**src/rtl/core/rpsb_pkg.sv**
```systemverilog
`default_nettype none

package rpsb_pkg;

    localparam int MAX_SPRITE_SIZE_DEF = 1024;
    localparam int PALETTE_ENTRIES = 256;
    localparam int PAL_AW = $clog2(PALETTE_ENTRIES);

    typedef enum logic [1:0] {
        ACT_PALETTE = 2'd0,
        ACT_START   = 2'd1,
        ACT_DATA    = 2'd2
    } act_t;

    typedef enum logic [2:0] {
        REG_CLIP_LEFT   = 3'd0,
        REG_CLIP_TOP    = 3'd1,
        REG_CLIP_RIGHT  = 3'd2,
        REG_CLIP_BOTTOM = 3'd3,
        REG_TRANSPARENT = 3'd4,
        REG_ROW_PITCH   = 3'd5,
        REG_FRAME_BASE  = 3'd6
    } cfg_idx_t;

    typedef struct packed {
        logic [11:0] clip_left;
        logic [11:0] clip_top;
        logic [11:0] clip_right;
        logic [11:0] clip_bottom;
        logic [7:0]  transparent_code;
        logic [13:0] row_pitch_bytes;
        logic [31:0] frame_base;
    } cfg_t;

    localparam cfg_t CFG_RESET = '{
        clip_left:        12'd0,
        clip_top:         12'd0,
        clip_right:       12'd639,
        clip_bottom:      12'd479,
        transparent_code: 8'd0,
        row_pitch_bytes:  14'd1280,
        frame_base:       32'd0
    };

    typedef struct packed {
        logic        hit;
        logic [31:0] addr;
    } pix_req_t;

endpackage

`default_nettype wire

```
**src/rtl/core/rpsb_decode.sv**
```systemverilog
`default_nettype none

module rpsb_decode #(
    parameter int MAX_SPRITE_SIZE = rpsb_pkg::MAX_SPRITE_SIZE_DEF
) (
    input  wire logic               clk,
    input  wire logic               rst_n,
    input  wire logic               step,
    input  wire logic [1:0]         action,
    input  wire logic [7:0]         data_byte,
    input  wire logic signed [11:0] pos_x,
    input  wire logic signed [11:0] pos_y,
    input  wire logic [10:0]        sprite_width,
    input  wire logic [10:0]        sprite_height,
    input  wire logic               mirror,
    input  wire logic               clip_enable,
    input  wire logic [31:0]        target_base,
    input  wire rpsb_pkg::cfg_t     cfg,
    output rpsb_pkg::pix_req_t      req
);
    import rpsb_pkg::*;

    localparam int SPAN_W = $clog2(MAX_SPRITE_SIZE + 1);
    localparam int SUM_W = ((SPAN_W > 8) ? SPAN_W : 8) + 1;
    localparam logic [13:0] MAX_EXT = 14'(MAX_SPRITE_SIZE);

    logic              active_reg, active_next;
    logic              skip_reg, skip_next;
    logic              mirrored_reg, mirrored_next;
    logic [SPAN_W-1:0] column_reg, column_next;
    logic [SPAN_W-1:0] row_index_reg, row_index_next;
    logic [SPAN_W-1:0] span_reg, span_next;
    logic [SPAN_W-1:0] first_reg, first_next;
    logic [SPAN_W-1:0] rows_reg, rows_next;
    logic [SPAN_W-1:0] lo_reg, lo_next;
    logic [SPAN_W-1:0] hi_reg, hi_next;
    logic [31:0]       row_addr_reg, row_addr_next;

    logic [13:0]        w_ext, h_ext, w_sat, h_sat;
    logic signed [13:0] w_s, h_s, x_s, y_s, x2_s, y2_s;
    logic signed [13:0] cl_s, ct_s, cr_s, cb_s;
    logic signed [13:0] first_s, rows_s, lo_s, hi_s;
    logic               hidden;
    logic [12:0]        pitch;
    logic signed [25:0] prod;
    logic [31:0]        base_sel, start_addr;

    logic              is_data, is_tc, is_pixel;
    logic [SPAN_W-1:0] j;
    logic [SPAN_W-1:0] row_inc;
    logic [SUM_W-1:0]  col_sum;
    logic              row_done;

    // Sprite start: saturate the size, clip against the rectangle, find the first row address.
    always_comb
    begin
        w_ext = {3'b000, sprite_width};
        h_ext = {3'b000, sprite_height};
        w_sat = (w_ext > MAX_EXT) ? MAX_EXT : w_ext;
        h_sat = (h_ext > MAX_EXT) ? MAX_EXT : h_ext;
        w_s = signed'(w_sat);
        h_s = signed'(h_sat);
        x_s = {{2{pos_x[11]}}, pos_x};
        y_s = {{2{pos_y[11]}}, pos_y};
        x2_s = x_s + w_s - 14'sd1;
        y2_s = y_s + h_s - 14'sd1;
        cl_s = {{2{cfg.clip_left[11]}}, cfg.clip_left};
        ct_s = {{2{cfg.clip_top[11]}}, cfg.clip_top};
        cr_s = {{2{cfg.clip_right[11]}}, cfg.clip_right};
        cb_s = {{2{cfg.clip_bottom[11]}}, cfg.clip_bottom};
        hidden = (w_sat == 14'd0) || (h_sat == 14'd0) ||
                 (clip_enable && ((x_s > cr_s) || (x2_s < cl_s) ||
                                  (y_s > cb_s) || (y2_s < ct_s)));
        first_s = (clip_enable && (y_s < ct_s)) ? (ct_s - y_s) : 14'sd0;
        rows_s = (clip_enable && (y2_s > cb_s)) ? (cb_s - y_s + 14'sd1) : h_s;
        lo_s = (clip_enable && (x_s < cl_s)) ? (cl_s - x_s) : 14'sd0;
        hi_s = (clip_enable && (x2_s > cr_s)) ? (cr_s - x_s) : (w_s - 14'sd1);
        pitch = cfg.row_pitch_bytes[13:1];
        prod = pos_y * $signed({1'b0, pitch});
        base_sel = (target_base == 32'd0) ? cfg.frame_base : target_base;
        start_addr = base_sel + {{6{prod[25]}}, prod} + {{20{pos_x[11]}}, pos_x};
    end

    // Stream byte: pixel, skip marker or skip count.
    always_comb
    begin
        is_data = (action == ACT_DATA) && active_reg;
        is_tc = (data_byte == cfg.transparent_code);
        is_pixel = is_data && !skip_reg && !is_tc;
        j = mirrored_reg ? (span_reg - SPAN_W'(1) - column_reg) : column_reg;
        row_inc = row_index_reg + SPAN_W'(1);
        if (skip_reg)
        begin
            col_sum = SUM_W'(column_reg) + SUM_W'(data_byte);
        end
        else
        begin
            col_sum = SUM_W'(column_reg) + SUM_W'(1);
        end
        row_done = (col_sum >= SUM_W'(span_reg));
        req.hit = is_pixel && (row_index_reg >= first_reg) && (j >= lo_reg) && (j <= hi_reg);
        req.addr = row_addr_reg + 32'(j);
    end

    always_comb
    begin
        active_next = active_reg;
        skip_next = skip_reg;
        mirrored_next = mirrored_reg;
        column_next = column_reg;
        row_index_next = row_index_reg;
        span_next = span_reg;
        first_next = first_reg;
        rows_next = rows_reg;
        lo_next = lo_reg;
        hi_next = hi_reg;
        row_addr_next = row_addr_reg;
        case (action)
            ACT_START:
            begin
                skip_next = 1'b0;
                column_next = '0;
                row_index_next = '0;
                active_next = !hidden;
                if (!hidden)
                begin
                    mirrored_next = mirror;
                    span_next = w_sat[SPAN_W-1:0];
                    first_next = first_s[SPAN_W-1:0];
                    rows_next = rows_s[SPAN_W-1:0];
                    lo_next = lo_s[SPAN_W-1:0];
                    hi_next = hi_s[SPAN_W-1:0];
                    row_addr_next = start_addr;
                end
            end
            ACT_DATA:
            begin
                if (active_reg)
                begin
                    if (skip_reg || !is_tc)
                    begin
                        skip_next = 1'b0;
                        if (row_done)
                        begin
                            column_next = '0;
                            row_index_next = row_inc;
                            row_addr_next = row_addr_reg + {19'd0, pitch};
                            if (row_inc >= rows_reg)
                            begin
                                active_next = 1'b0;
                            end
                        end
                        else
                        begin
                            column_next = col_sum[SPAN_W-1:0];
                        end
                    end
                    else
                    begin
                        skip_next = 1'b1;
                    end
                end
            end
            default:
            begin
            end
        endcase
    end

    always_ff @(posedge clk or negedge rst_n)
    begin
        if (!rst_n)
        begin
            active_reg <= 1'b0;
            skip_reg <= 1'b0;
            mirrored_reg <= 1'b0;
            column_reg <= '0;
            row_index_reg <= '0;
            span_reg <= '0;
            first_reg <= '0;
            rows_reg <= '0;
            lo_reg <= '0;
            hi_reg <= '0;
            row_addr_reg <= '0;
        end
        else if (step)
        begin
            active_reg <= active_next;
            skip_reg <= skip_next;
            mirrored_reg <= mirrored_next;
            column_reg <= column_next;
            row_index_reg <= row_index_next;
            span_reg <= span_next;
            first_reg <= first_next;
            rows_reg <= rows_next;
            lo_reg <= lo_next;
            hi_reg <= hi_next;
            row_addr_reg <= row_addr_next;
        end
    end

endmodule

`default_nettype wire

```
**config.mk**
```make
export PLATFORM = sky130hd
export DESIGN_NAME = rpsb_decode
export DESIGN_NICKNAME = d
export VERILOG_FILES = /design/src/rtl/core/rpsb_pkg.sv /design/src/rtl/core/rpsb_decode.sv
export SDC_FILE = /design/constraint.sdc
export NUM_CORES = 1
export LEC_CHECK = 0
export BUFFER_PORTS_ARGS = -buffer_cell sky130_fd_sc_hd__buf_2
export CAP_MARGIN = 10
export CORE_AREA = 3 3 278 280
export CTS_CLUSTER_DIAMETER = 60
export CTS_CLUSTER_SIZE = 14
export DETAILED_ROUTE_END_ITERATION = 16
export DIE_AREA = 0 0 281 283
export PLACE_DENSITY = 0.43
export SYNTH_ARGS = -nofsm -noshare
export SYNTH_HDL_FRONTEND = slang
export SYNTH_SLANG_ARGS = --single-unit
```
**constraint.sdc**
```tcl
create_clock -name clk -period 5.1 [get_ports clk]
set_input_delay 0.255 -clock clk [delete_from_list [all_inputs] [get_ports clk]]
set_output_delay 0.255 -clock clk [all_outputs]
set_load 0.05 [all_outputs]
```
==> results.toml <==
[routing]
avgViaCountPerCell = 4.940
wl_um = 81410
drtIter0Drc = 1147
route.detailed.drc = 0
first_pass_iters = 5
num_vias = 21550
wire_per_inst_um = 18.66
detail-route-antenna-nets = 0

[logic_synthesis]
synthArstFlopShare_pct = 100.0
post-synth-top-count-cell = "inv_1"
yosys_warnings = 0
synth_area_leaders = "ha_1 22%, fa_1 14%, dfrtp_1 12%"
synth_simple_gate_area_share_pct = 15.86
synthMuxAreaShare_pct = 1.296
synth_edf_count = 0
synthTopCellsByCount = "481 x inv_1, 404 x ha_1, 289 x nand2_1"
synth-seq-area-share_pct = 12.46
synth_cells = 2801
synthAdderAreaFrac_pct = 36.19
syn_area_mm2 = 0.02249
synthFlopType = "dfrtp_1"
synth_compound_area_share_pct = 18.29
synth_top_family_by_area = "adder cells"
synth.distinct_cells = 83
synth_xor_area_share_pct = 6.349
yosys_register_bits = 112
synth_top_area_cell = "ha_1"
synth_top_area_share_pct = 22.48
synth_nets = 3554
syn_avg_cell_area_um2 = 8.028

[placement]
pre_cts_ws_ns = -2.612
gp_congestion = 0.8874
io_buffers = 226
hpwlAfterDp_um = 68970
placedCellCount = 4265

[floorplanning]
rows = 100
die_x_um = 281
core_mm2 = 0.07470
die_h_um = 283
die-area_mm2 = 0.07952
pin_count = 228
start_util_pct = 30.10

[finish]
final_cells = 4362
area.growth.synth_to_final_pct = 36.50
drive_gt1_share_pct = 30.15
num_antenna_cells = 0
largest_reg_flops = 32
fin_nets = 4141

[worst_setup_path]
cp_common_cell = "fa_1"
critPathLaunchType = "input pin"
reg2reg_from = "skip_reg"
slowest_delay_ns = 0.52
slowest_stage = "fa_1"
crit_fanout = 7
required_ns = 5.39
crit_type = "input pin to flop"
r2r_cells = 20
r2r_slack_ns = 0.13
endpoint_kind = "flop"
worst_ep_arrival_time_ns = 7.30
regToRegEndpoint = "row_addr_reg[30]"

[timing]
hold_violations = 0
skew_ns = 0.01684
finalSetupViolations = 72
layout_setup_ws_ns = -1.911
min_period_ns = 7.011
rsz0062_at_grt = "true"
max_freq_ghz = 0.1426
timing_worst_slew_pin_value_ns = 1.073
fin_crit_sh_pct = 137.5
drv_slew = 0
relSlewSlack_pct = 28.46

[status]
status = "finished with violations"
violations = "setup timing"

[global_route]
grt_use_met1_pct = 26.10
grtUsageTotal_pct = 20.49
grt_max_degree = 68
grt_overflow = 0
antenna_found_initial = 2
grt_pass1_vias = 22760
grt.met2_usage_pct = 37.23
grt_pass1_wl_um = 127300
use_met3_pct = 1.853
top_usage_layer = "met2"

[clock_tree]
worstSkewPairLatency_ns = 0.39
cts_tree = "yes"
cts-root-buf = "clkbuf_16"
clock_sinks = 112
clockBufferDepth = 2
cts_max_level = 3
cts_buffers = 9
clk_pin_slew_worst_paths_ns = 0.09

[hold_path]
hold_path.class = "input pin to flop"
min_delay_path_depth = 2
holdPathEnd = "mirrored_reg"
hold_start = "mirror"

[flow_run]
cap_violations = 0
==> final cells by class <==
cell class / instances / area (um^2)
clock buffers: 9 / 225.2
clock inverters: 7 / 101.3
fillers: 7551 / 44000
inverters: 483 / 1828
multi-input cells: 2131 / 19480
flip-flops and latches: 112 / 2804
well taps: 969 / 1212
repair buffers: 651 / 5041
==> cell usage in the layout (no fill, tap or decap), drive strengths merged, types with 39 or more instances in the layout <==
cell type / instances
buf: 641
a21oi: 163
xor2: 57
nand3: 48
ha: 404
nor2: 146
o21ai: 166
inv: 485
a21o: 60
and2: 55
fa: 154
nand2: 289
dfrtp: 112
nand2b: 39
xnor2: 106
nor3: 43
==> kinds of logic (layout without fill, tap and decap cells) <==
family | Yosys count | after routing
flip-flops | 112 | 112
XOR/XNOR | 163 | 163
AND/OR/NAND/NOR | 752 | 752
multiplexers | 27 | 27
AO/OA/AOI/OAI | 630 | 631
adder cells (fa/ha/maj) | 558 | 558
buffers and inverters | 559 | 1150
==> repair_timing <==
item / CTS / global route
hold buffers: 1 / 0
pin swaps: 120 / 133
cloned: 6 / 5
setup endpoints to repair: 110 / 110
setup buffers: 49 / 32
resized for setup: 264 / 222
endpoints found under the hold margin: 28 / 0
==> metal layers <==
metal / wire length, um / up-vias
met5: 0 / -
met4: 1809 / 0
met3: 2498 / 71
met2: 41560 / 373
met1: 35540 / 10480
li1: - / 10630
==> through the flow <==
step / utilization [%] / hold WS [ns] / instance area (um^2) / setup TNS [ns]
3_3_place_gp: 37.14 / 0.2296 / 27740 / -111.61
3_5_place_dp: 37.14 / 0.2337 / 27740 / -119.08
6_report: 41.09 / 0.1454 / 30690 / -34.29
2_1_floorplan: - / -0.04059 / 23350 / -24.67
5_1_grt: 41.09 / 0.1241 / 30690 / -57.43
4_1_cts: 39.66 / 0.1119 / 29620 / -41.54
==> critical path: cells and delay by family <==
kind / cells / cell delay (ns)
AOI/OAI and AO/OA: 9 / 1.61
xor gates and xnor gates: 1 / 0.17
adders and majority gates: 8 / 3.38
buffers and inverters: 6 / 0.59
muxes: 1 / 0.32
and+or+nand+nor: 5 / 0.97
==> worst max path at each step <==
stage | start | end | slack, ns | depth (start not counted)
final | cfg[36] | row_addr_reg[31] | -1.91 | 30
after global routing | pos_y[11] | row_addr_reg[31] | -2.24 | 30
after CTS | pos_y[1] | row_addr_reg[31] | -1.98 | 31
after detailed placement | pos_y[1] | row_addr_reg[31] | -2.61 | 30
after global placement | pos_y[1] | row_addr_reg[31] | -2.60 | 32
after floorplan | pos_y[6] | row_addr_reg[31] | -2.03 | 34
Power is left out: the tool's default activity adds up to more than one toggle a clock period on the data nets, which glitch-free logic cannot reach.
